$ cat src/bal_pkg.sv
`timescale 1ns / 1ps
`default_nettype none
package bal_pkg;

   localparam int LIST_DEPTH  = 64;
   localparam int ENTRY_WIDTH = 32;

   localparam int ADDR_W  = $clog2(LIST_DEPTH);
   localparam int CNT_W   = $clog2(LIST_DEPTH + 1);
   localparam int POS_W   = 8;
   localparam int VAL_W   = 32;
   localparam int CAP_W   = 7;
   localparam int OCNT_W  = 7;
   localparam int CMP_W   = ((CNT_W > POS_W) ? CNT_W : POS_W) + 1;

   localparam int REQ_W   = 48;
   localparam int RSP_W   = 48;

   typedef logic [1:0] op_type;
   localparam op_type OP_INSERT = 2'd0;
   localparam op_type OP_REMOVE = 2'd1;
   localparam op_type OP_READ   = 2'd2;
   localparam op_type OP_CLEAR  = 2'd3;

   typedef logic [1:0] status_type;
   localparam status_type ST_OK        = 2'd0;
   localparam status_type ST_BAD_INDEX = 2'd1;
   localparam status_type ST_FULL      = 2'd2;
   localparam status_type ST_EMPTY     = 2'd3;

   typedef struct packed {
      logic                   en;
      logic [ADDR_W-1:0]      addr;
      logic [ENTRY_WIDTH-1:0] data;
   } bal_wr_type;

   typedef struct packed {
      status_type        status;
      logic [VAL_W-1:0]  read_value;
      logic [CNT_W-1:0]  count;
   } bal_res_type;

endpackage
`default_nettype wire

$ cat src/bal_store.sv
`timescale 1ns / 1ps
`default_nettype none
module bal_store (
   input  wire                              clock,
   input  wire  bal_pkg::bal_wr_type        wr,
   input  wire  [bal_pkg::ADDR_W-1:0]       rd_addr,
   output logic [bal_pkg::ENTRY_WIDTH-1:0]  rd_data
);
   import bal_pkg::*;

   logic [ENTRY_WIDTH-1:0] mem_ff [LIST_DEPTH];
   logic [ENTRY_WIDTH-1:0] rd_data_ff;

   always_ff @(posedge clock) begin
      if (wr.en) begin
         mem_ff[wr.addr] <= wr.data;
      end
   end

   always_ff @(posedge clock) begin
      rd_data_ff <= mem_ff[rd_addr];
   end

   assign rd_data = rd_data_ff;

endmodule
`default_nettype wire

$ cat src/bal_seq.sv
`timescale 1ns / 1ps
`default_nettype none
module bal_seq (
   input  wire                              clock,
   input  wire                              reset,
   input  wire                              start,
   input  wire  [1:0]                       op,
   input  wire  [bal_pkg::POS_W-1:0]        position,
   input  wire  [bal_pkg::VAL_W-1:0]        entry_value,
   input  wire  [bal_pkg::CNT_W-1:0]        cap_eff,
   output logic                             idle,
   output logic                             res_valid,
   input  wire                              res_ready,
   output bal_pkg::bal_res_type             res,
   output bal_pkg::bal_wr_type              wr,
   output logic [bal_pkg::ADDR_W-1:0]       rd_addr,
   input  wire  [bal_pkg::ENTRY_WIDTH-1:0]  rd_data
);
   import bal_pkg::*;

   localparam logic [2:0] S_IDLE  = 3'd0;
   localparam logic [2:0] S_EVAL  = 3'd1;
   localparam logic [2:0] S_SHIFT = 3'd2;
   localparam logic [2:0] S_TAIL  = 3'd3;
   localparam logic [2:0] S_PUT   = 3'd4;
   localparam logic [2:0] S_READ  = 3'd5;
   localparam logic [2:0] S_DONE  = 3'd6;

   logic [2:0]             state_ff,   state_in;
   op_type                 op_ff,      op_in;
   logic [POS_W-1:0]       pos_ff,     pos_in;
   logic [ENTRY_WIDTH-1:0] val_ff,     val_in;
   logic [CNT_W-1:0]       count_ff,   count_in;
   logic [ADDR_W-1:0]      ptr_ff,     ptr_in;
   logic [ADDR_W-1:0]      end_ff,     end_in;
   logic                   pend_ff,    pend_in;
   logic [ADDR_W-1:0]      waddr_ff,   waddr_in;
   status_type             status_ff,  status_in;

   logic [CMP_W-1:0]  pos_w;
   logic [CMP_W-1:0]  cnt_w;
   logic [CMP_W-1:0]  cap_w;
   logic [CNT_W-1:0]  cnt_dec;
   logic [ADDR_W-1:0] pos_a;
   logic              up;

   assign pos_w   = CMP_W'(pos_ff);
   assign cnt_w   = CMP_W'(count_ff);
   assign cap_w   = CMP_W'(cap_eff);
   assign cnt_dec = count_ff - CNT_W'(1);
   assign pos_a   = ADDR_W'(pos_ff);
   assign up      = (op_ff == OP_INSERT);

   always_comb begin
      state_in  = state_ff;
      op_in     = op_ff;
      pos_in    = pos_ff;
      val_in    = val_ff;
      count_in  = count_ff;
      ptr_in    = ptr_ff;
      end_in    = end_ff;
      pend_in   = pend_ff;
      waddr_in  = waddr_ff;
      status_in = status_ff;
      wr.en     = 1'b0;
      wr.addr   = waddr_ff;
      wr.data   = rd_data;
      res_valid = 1'b0;

      unique case (state_ff)
         S_IDLE: begin
            if (start) begin
               op_in    = op;
               pos_in   = position;
               val_in   = ENTRY_WIDTH'(entry_value);
               state_in = S_EVAL;
            end
         end
         S_EVAL: begin
            status_in = ST_OK;
            pend_in   = 1'b0;
            state_in  = S_DONE;
            unique case (op_ff)
               OP_INSERT: begin
                  if (pos_w > cnt_w) begin
                     status_in = ST_BAD_INDEX;
                  end else if (cnt_w >= cap_w) begin
                     status_in = ST_FULL;
                  end else begin
                     count_in = count_ff + CNT_W'(1);
                     if (pos_w == cnt_w) begin
                        // append: no entries to move
                        wr.en   = 1'b1;
                        wr.addr = pos_a;
                        wr.data = val_ff;
                     end else begin
                        ptr_in   = ADDR_W'(cnt_dec);
                        end_in   = pos_a;
                        state_in = S_SHIFT;
                     end
                  end
               end
               OP_REMOVE: begin
                  if (count_ff == '0) begin
                     status_in = ST_EMPTY;
                  end else if (pos_w >= cnt_w) begin
                     status_in = ST_BAD_INDEX;
                  end else begin
                     count_in = cnt_dec;
                     if (pos_w != CMP_W'(cnt_dec)) begin
                        ptr_in   = pos_a + ADDR_W'(1);
                        end_in   = ADDR_W'(cnt_dec);
                        state_in = S_SHIFT;
                     end
                  end
               end
               OP_READ: begin
                  if (pos_w >= cnt_w) begin
                     status_in = ST_BAD_INDEX;
                  end else begin
                     ptr_in   = pos_a;
                     state_in = S_READ;
                  end
               end
               OP_CLEAR: begin
                  count_in = '0;
               end
               default: ;
            endcase
         end
         S_SHIFT: begin
            // write the word fetched last cycle while fetching the next one
            wr.en    = pend_ff;
            pend_in  = 1'b1;
            waddr_in = up ? ptr_ff + ADDR_W'(1) : ptr_ff - ADDR_W'(1);
            if (ptr_ff == end_ff) begin
               state_in = S_TAIL;
            end else begin
               ptr_in = up ? ptr_ff - ADDR_W'(1) : ptr_ff + ADDR_W'(1);
            end
         end
         S_TAIL: begin
            wr.en    = 1'b1;
            pend_in  = 1'b0;
            state_in = up ? S_PUT : S_DONE;
         end
         S_PUT: begin
            wr.en    = 1'b1;
            wr.addr  = pos_a;
            wr.data  = val_ff;
            state_in = S_DONE;
         end
         S_READ: begin
            state_in = S_DONE;
         end
         S_DONE: begin
            res_valid = 1'b1;
            if (res_ready) begin
               state_in = S_IDLE;
            end
         end
         default: begin
            state_in = S_IDLE;
         end
      endcase
   end

   always_ff @(posedge clock) begin
      if (reset) begin
         state_ff <= S_IDLE;
         count_ff <= '0;
         pend_ff  <= 1'b0;
      end else begin
         state_ff <= state_in;
         count_ff <= count_in;
         pend_ff  <= pend_in;
      end
   end

   always_ff @(posedge clock) begin
      op_ff     <= op_in;
      pos_ff    <= pos_in;
      val_ff    <= val_in;
      ptr_ff    <= ptr_in;
      end_ff    <= end_in;
      waddr_ff  <= waddr_in;
      status_ff <= status_in;
   end

   assign idle           = (state_ff == S_IDLE);
   assign rd_addr        = ptr_ff;
   assign res.status     = status_ff;
   assign res.count      = count_ff;
   assign res.read_value = (op_ff == OP_READ && status_ff == ST_OK) ? VAL_W'(rd_data) : '0;

endmodule
`default_nettype wire

$ cat src/bounded_array_list_engine.sv
`timescale 1ns / 1ps
`default_nettype none
// Ordered list of up to capacity_limit words with insert, remove, read and clear.
// req channel: one request per handshake; op, position and entry_value in req_tdata.
// rsp channel: exactly one response per request, in order: status, read_value,
//    entry_count, is_full, is_empty in rsp_tdata.
// csr channel: writes capacity_limit (0 acts as 1, above the depth acts as the depth);
//    always ready, write only while no request is outstanding.
// Sequencing: one request at a time, the sequencer holding req_tready low while busy.
//    Clear, append, removal of the last entry and refused requests go from S_EVAL
//    to S_DONE; a read passes S_READ for the memory fetch; an insert or remove
//    that moves entries walks them in S_SHIFT and finishes in S_TAIL, an insert
//    then in S_PUT. The single read and single write port of the list memory set
//    this: entries move one at a time. req_tready returns with rsp_tvalid.
// Reset: the count returns to zero and capacity_limit to 64; the list memory is
//    not cleared, as only written places are ever read.
// Stall: a response waits in the output register while rsp_tready is low; a
//    finished request waits in the sequencer until that register frees up.
module bounded_array_list_engine (
   input  wire                        clock,
   input  wire                        reset,
   input  wire                        req_tvalid,
   output logic                       req_tready,
   // [1:0] op, [9:2] position, [41:10] entry_value, [47:42] zero
   input  wire  [bal_pkg::REQ_W-1:0]  req_tdata,
   output logic                       rsp_tvalid,
   input  wire                        rsp_tready,
   // [1:0] status, [33:2] read_value, [40:34] entry_count, [41] is_full,
   // [42] is_empty, [47:43] zero
   output logic [bal_pkg::RSP_W-1:0]  rsp_tdata,
   input  wire                        csr_valid,
   output logic                       csr_ready,
   input  wire  [bal_pkg::CAP_W-1:0]  csr_data
);
   import bal_pkg::*;

   logic [CAP_W-1:0]       cap_ff,    cap_in;
   logic [CNT_W-1:0]       cap_eff;
   logic                   rvalid_ff, rvalid_in;
   status_type             rstat_ff,  rstat_in;
   logic [VAL_W-1:0]       rval_ff,   rval_in;
   logic [OCNT_W-1:0]      rcnt_ff,   rcnt_in;
   logic                   rfull_ff,  rfull_in;
   logic                   rempty_ff, rempty_in;

   logic                   idle;
   logic                   res_valid;
   logic                   res_ready;
   bal_res_type            res;
   bal_wr_type             wr;
   logic [ADDR_W-1:0]      rd_addr;
   logic [ENTRY_WIDTH-1:0] rd_data;
   logic                   accept;

   assign csr_ready = 1'b1;
   assign cap_in    = (csr_valid) ? csr_data : cap_ff;

   always_comb begin
      if (cap_ff == '0) begin
         cap_eff = CNT_W'(1);
      end else if (CMP_W'(cap_ff) > CMP_W'(LIST_DEPTH)) begin
         cap_eff = CNT_W'(LIST_DEPTH);
      end else begin
         cap_eff = CNT_W'(cap_ff);
      end
   end

   assign req_tready = idle;
   assign accept     = req_tvalid && idle;
   assign res_ready  = !rvalid_ff || rsp_tready;

   bal_seq u_seq (
      .clock       (clock),
      .reset       (reset),
      .start       (accept),
      .op          (req_tdata[1:0]),
      .position    (req_tdata[9:2]),
      .entry_value (req_tdata[41:10]),
      .cap_eff     (cap_eff),
      .idle        (idle),
      .res_valid   (res_valid),
      .res_ready   (res_ready),
      .res         (res),
      .wr          (wr),
      .rd_addr     (rd_addr),
      .rd_data     (rd_data)
   );

   bal_store u_store (
      .clock   (clock),
      .wr      (wr),
      .rd_addr (rd_addr),
      .rd_data (rd_data)
   );

   // load the output register when the sequencer finishes and the slot is free or its response is being taken
   always_comb begin
      rvalid_in = rvalid_ff;
      rstat_in  = rstat_ff;
      rval_in   = rval_ff;
      rcnt_in   = rcnt_ff;
      rfull_in  = rfull_ff;
      rempty_in = rempty_ff;
      if (rvalid_ff && rsp_tready) begin
         rvalid_in = 1'b0;
      end
      if (res_valid && res_ready) begin
         rvalid_in = 1'b1;
         rstat_in  = res.status;
         rval_in   = res.read_value;
         rcnt_in   = OCNT_W'(res.count);
         rfull_in  = (res.count >= cap_eff);
         rempty_in = (res.count == '0);
      end
   end

   always_ff @(posedge clock) begin
      if (reset) begin
         cap_ff    <= CAP_W'(64);
         rvalid_ff <= 1'b0;
      end else begin
         cap_ff    <= cap_in;
         rvalid_ff <= rvalid_in;
      end
   end

   always_ff @(posedge clock) begin
      rstat_ff  <= rstat_in;
      rval_ff   <= rval_in;
      rcnt_ff   <= rcnt_in;
      rfull_ff  <= rfull_in;
      rempty_ff <= rempty_in;
   end

   assign rsp_tvalid = rvalid_ff;
   assign rsp_tdata  = {5'd0, rempty_ff, rfull_ff, rcnt_ff, rval_ff, rstat_ff};

   a_busy_after_accept: assert property (@(posedge clock) disable iff (reset)
      req_tvalid && req_tready |=> !req_tready)
      else $error("request accepted while sequencer busy");

   a_count_bounded: assert property (@(posedge clock) disable iff (reset)
      rsp_tvalid |-> (CMP_W'(rcnt_ff) <= CMP_W'(LIST_DEPTH)))
      else $error("entry count beyond list depth");

   a_full_empty_excl: assert property (@(posedge clock) disable iff (reset)
      rsp_tvalid |-> !(rfull_ff && rempty_ff))
      else $error("list reported full and empty at once");

   a_full_status: assert property (@(posedge clock) disable iff (reset)
      rsp_tvalid && rstat_ff == ST_FULL |-> rfull_ff)
      else $error("full status without full flag");

   a_read_zero: assert property (@(posedge clock) disable iff (reset)
      rsp_tvalid && rstat_ff != ST_OK |-> rval_ff == '0)
      else $error("read data on a refused request");

endmodule
`default_nettype wire

$ cat config.mk
export PLATFORM = sky130hd
export DESIGN_NAME = bounded_array_list_engine
export DESIGN_NICKNAME = d
export VERILOG_FILES = /design/src/bal_pkg.sv /design/src/bal_store.sv /design/src/bal_seq.sv /design/src/bounded_array_list_engine.sv
export SDC_FILE = /design/constraint.sdc
export NUM_CORES = 2
export LEC_CHECK = 0
export BUFFER_PORTS_ARGS = -buffer_cell sky130_fd_sc_hd__buf_2
export CAP_MARGIN = 15
export CORE_ASPECT_RATIO = 0.7
export CORE_MARGIN = 10
export CORE_UTILIZATION = 35
export DETAILED_ROUTE_END_ITERATION = 6
export RECOVER_POWER = 100
export SLEW_MARGIN = 40
export SYNTH_ARGS = -nofsm -noshare
export SYNTH_HDL_FRONTEND = slang
export SYNTH_SLANG_ARGS = --single-unit
$ cat constraint.sdc
create_clock -name clock -period 12.8 [get_ports clock]
set_input_delay 2.56 -clock clock [delete_from_list [all_inputs] [get_ports clock]]
set_output_delay 2.56 -clock clock [all_outputs]
set_load 0.01 [all_outputs]
==> results by group <==
Clock network
  – Clock tree root driver cell: sky130_fd_sc_hd__clkbuf_16
  – # clock sinks: 2204
  – Post-CTS resize count: 0
  – Clock Latency Late Sink: 850 ps
  – CTS tree: built
  – Number of H-tree branching levels: 4
  – Clock transition time at the flip-flop clock pins of the worst setup and hold paths: 60 ps
  – Largest buffer count on any clock path: 4
  – Number of buffers inserted to repair setup after CTS: 0
  – Number of buffers created by CTS: 196
  – Hold_buf cts: 0

Synth
  – Unique masters post-synth: 69
  – Synthesis Warnings: 0
  – Ys async rst share: 0%
  – Number of flops mapped to enable cells by yosys: 2153
  – Sequential-to-total area share from yosys stat: around 77%
  – Cells after Synth: ~3800
  – Total standard cell area after synthesis: roughly 0.085 mm^2
  – Post-synthesis sequential element count: 2204
  – Per-instance average area after synthesis: roughly 23 um^2
  – Prevailing post-synth register cell: sky130_fd_sc_hd__edfxtp_1

STA
  – Largest clock skew in the final design: 46.8 ps
  – Worst setup margin: a little under 4000 ps
  – Share of the clock period used by the worst path: ~69%
  – Peak clock frequency supported by timing: between 100 and 150 MHz
  – Minimum clock period: 8890 ps
  – Final setup vio count: 0
  – RSZ-0062 raised after global routing: false
  – Setup TNS: 0 ps
  – Normalized max-slew margin: -396%
  – Hold Violations, Final: 0
  – Transition at the pin with the smallest max-transition slack: around 7400 ps
  – Max-slew violation count: 3734

Global routing
  – Overall routing resource usage: 15.4%
  – Initial antenna violation count: 10
  – First-pass GRT wire length: 298000 um
  – Vias in the first global route: 39800
  – Largest net degree at the start of global routing: 110
  – Remaining global-route overflow: 0

Worst setup path
  – Combined buffer and inverter count along the critical path: 4
  – Peak fanout along the critical path: 109
  – Critical Path AT: 9500 ps
  – Worst path max stage delay: 5180 ps
  – Reg-to-Reg Start: u_seq.rd_addr[1]
  – Terminus of the critical flop-to-flop path: u_store.rd_data[5]
  – Chain of cells forming the critical path: clkbuf_1 > buf_12 > buf_16 > buf_4 > mux4_2 > mux4_2 > a22oi_1 > o21ai_0
  – Setup crit end kind: flop
  – Startpoint class of the critical path: flop
  – Classification of the worst setup path: reg2reg
  – Slowest library cell on the worst path: sky130_fd_sc_hd__clkbuf_1
  – Kind of cell adding the most delay to the critical path: buffers and inverters
  – Worst EP required: around 13000 ps
  – Reg2reg setup slack: 3910 ps
  – Most numerous cell on the critical path: sky130_fd_sc_hd__mux4_2
  – Number of cells on the worst reg-to-reg path: 8

Final layout
  – Leading cell type in the layout, fill and taps excluded: sky130_fd_sc_hd__edfxtp_1
  – Top library cells by usage in the layout, fill and taps aside: sky130_fd_sc_hd__edfxtp_1 (2153), sky130_fd_sc_hd__mux4_2 (576), sky130_fd_sc_hd__clkbuf_16 (200)
  – # nets final: roughly 4100
  – Share of layout cells above drive strength 1: 24.1%
  – Synthesis-to-layout area growth: 12.4%

Route
  – Routed length per instance: 28.6 um
  – Via count: 40300
  – First-pass iteration count of the detailed router: 7
  – Number of nets with antenna violations after routing: 0
  – Detailed router's first-iteration violation count: 5394
  – Vias per inst: 5.50
  – Remaining design rule violation count: 0
  – Wire length reported by the detailed router: 210000 um

Die
  – Num ports: 111
  – Vertical die dimension: 432 um
  – Area of the placeable core: 0.242 mm^2
  – Initial standard-cell utilization of the core: 35.1%
  – Width of the chip: slightly above 600 um
  – # rows: 151
  – Die ar.: between 0.2 and 0.3 mm^2

Outcome
  – Outcome: complete, but fails checks
  – Failing checks: max-capacitance violations, max-slew violations

Power
  – Internal power summed over all cells: 14.8 mW
  – Switching pwr: about 6.4 mW
  – Clock power frac: between 20 and 30%
  – Power density over the cells: 222 mW/mm^2
  – Portion of total power attributed to sequential cells: 46.8%
  – Maximum resistive drop on vdd: around 0.00019 V
  – Switching power as a share of total power: 30.0%
  – Comb pwr share: between 20% and 30%
  – Cell leakage power: 29.1 nW

Place
  – Routability congestion estimate from global placement: just under 0.8
  – Pre-CTS setup slack: 7210 ps
  – Total half-perimeter wirelength after legalization and detailed placement: 120000 um
  – IO Port Bufs: 98

Hold path
  – Start point of the worst hold path: u_seq.status_ff[1]
  – Worst Hold End: rstat_ff[1]
  – Hold WC Path Type: reg2reg
  – Cell count of the worst hold path: 0

Run
  – Number of maximum-capacitance constraint violations: 94
==> logic make-up after synthesis <==
kind of cell               Yosys count  synth area share, %
muxes                              684                 16.6
AOI/OAI and AO/OA                  287                 2.36
other                                2              0.00885
and+or+nand+nor                    286                 1.73
buffers and inverters              246                 1.25
DFF                               2204                 77.4
xor gates and xnor gates            28                0.305
adders and majority gates           24                0.354
==> Yosys cell counts (all sizes together), types with 14 or more instances <==
cell type / count / area, um^2
a211oi: 25 / 188
a21oi: 45 / 225
a22oi: 24 / 180
and2: 35 / 219
buf: 100 / 513
clkbuf: 123 / 462
dfxtp: 51 / 1020
edfxtp: 2153 / 64700
ha: 24 / 300
inv: 22 / 82.6
mux2: 34 / 383
mux2i: 74 / 741
mux4: 576 / 13000
nand2: 48 / 180
nand3: 14 / 70.1
nor2: 46 / 173
nor2b: 24 / 150
nor3: 82 / 410
o21ai: 54 / 270
o221ai: 32 / 280
o22ai: 35 / 219
xnor2: 19 / 166
==> area by class of cell <==
| class | instances | area (um^2) |
|---|---|---|
| Clock inverter | 87 | 766 |
| Multi-Input combinational cell | 1315 | 18200 |
| Sequential cell | 2204 | 65700 |
| Antenna cell | 7 | 17.5 |
| Timing Repair Buffer | 228 | 1330 |
| Inverter | 23 | 86.3 |
| Fill cell | 21100 | 146000 |
| Tap cell | 3213 | 4020 |
| Clock buffer | 252 | 5280 |
==> power by group through the flow <==
stage          clock network, mW  logic (mW)  registers [mW]
6_report                    5.72        5.56            9.92
5_1_grt                     6.13        5.95            9.95
2_1_floorplan                  0        3.56            9.80
4_1_cts                     5.83        5.69            9.76
3_3_place_gp                   0        5.44            9.93
3_5_place_dp                   0        5.68            9.91
==> worst max path at each step <==
stage,start,endpoint,depth (start not counted)
finish,u_seq.rd_addr[1],u_store.rd_data[5],8
global route,u_seq.rd_addr[1],u_store.rd_data[5],8
CTS,u_seq.count_ff[0],u_store.mem_ff[27][14],10
detailed placement,u_seq.count_ff[0],u_store.mem_ff[7][14],10
global placement,u_seq.count_ff[0],u_store.mem_ff[23][14],10
floorplan,u_seq.count_ff[5],u_store.mem_ff[34][0],12
==> registers in the layout, indices dropped and copies added (netlist names), 7 cells and up <==
signal,count
cap_ff,7
rcnt_ff,7
rval_ff,32
u_seq.count_ff,7
u_seq.pos_ff,8
u_seq.val_ff,32
u_store.mem_ff,2048
u_store.rd_data,32
==> metrics by stage <==
step	std cells	area (um^2)	total power, mW	utilization (%)	hold slack (ps)
6_report	7329	95400	21.2	39.5	460
4_1_cts	7319	96200	21.3	39.8	505
3_3_place_gp	6976	89800	15.4	37.2	467
5_1_grt	7325	95400	22.0	39.5	468
3_5_place_dp	6980	90100	15.6	37.3	487
2_1_floorplan	3765	84900	13.4	-	427
==> per-layer routing <==
metal	wire (um)	track usage (%)
met2	93800	22.8
met5	0	0
met3	17500	3.30
met1	93300	23.2
met4	4890	3.59
Power figures use the tool's default switching activity.
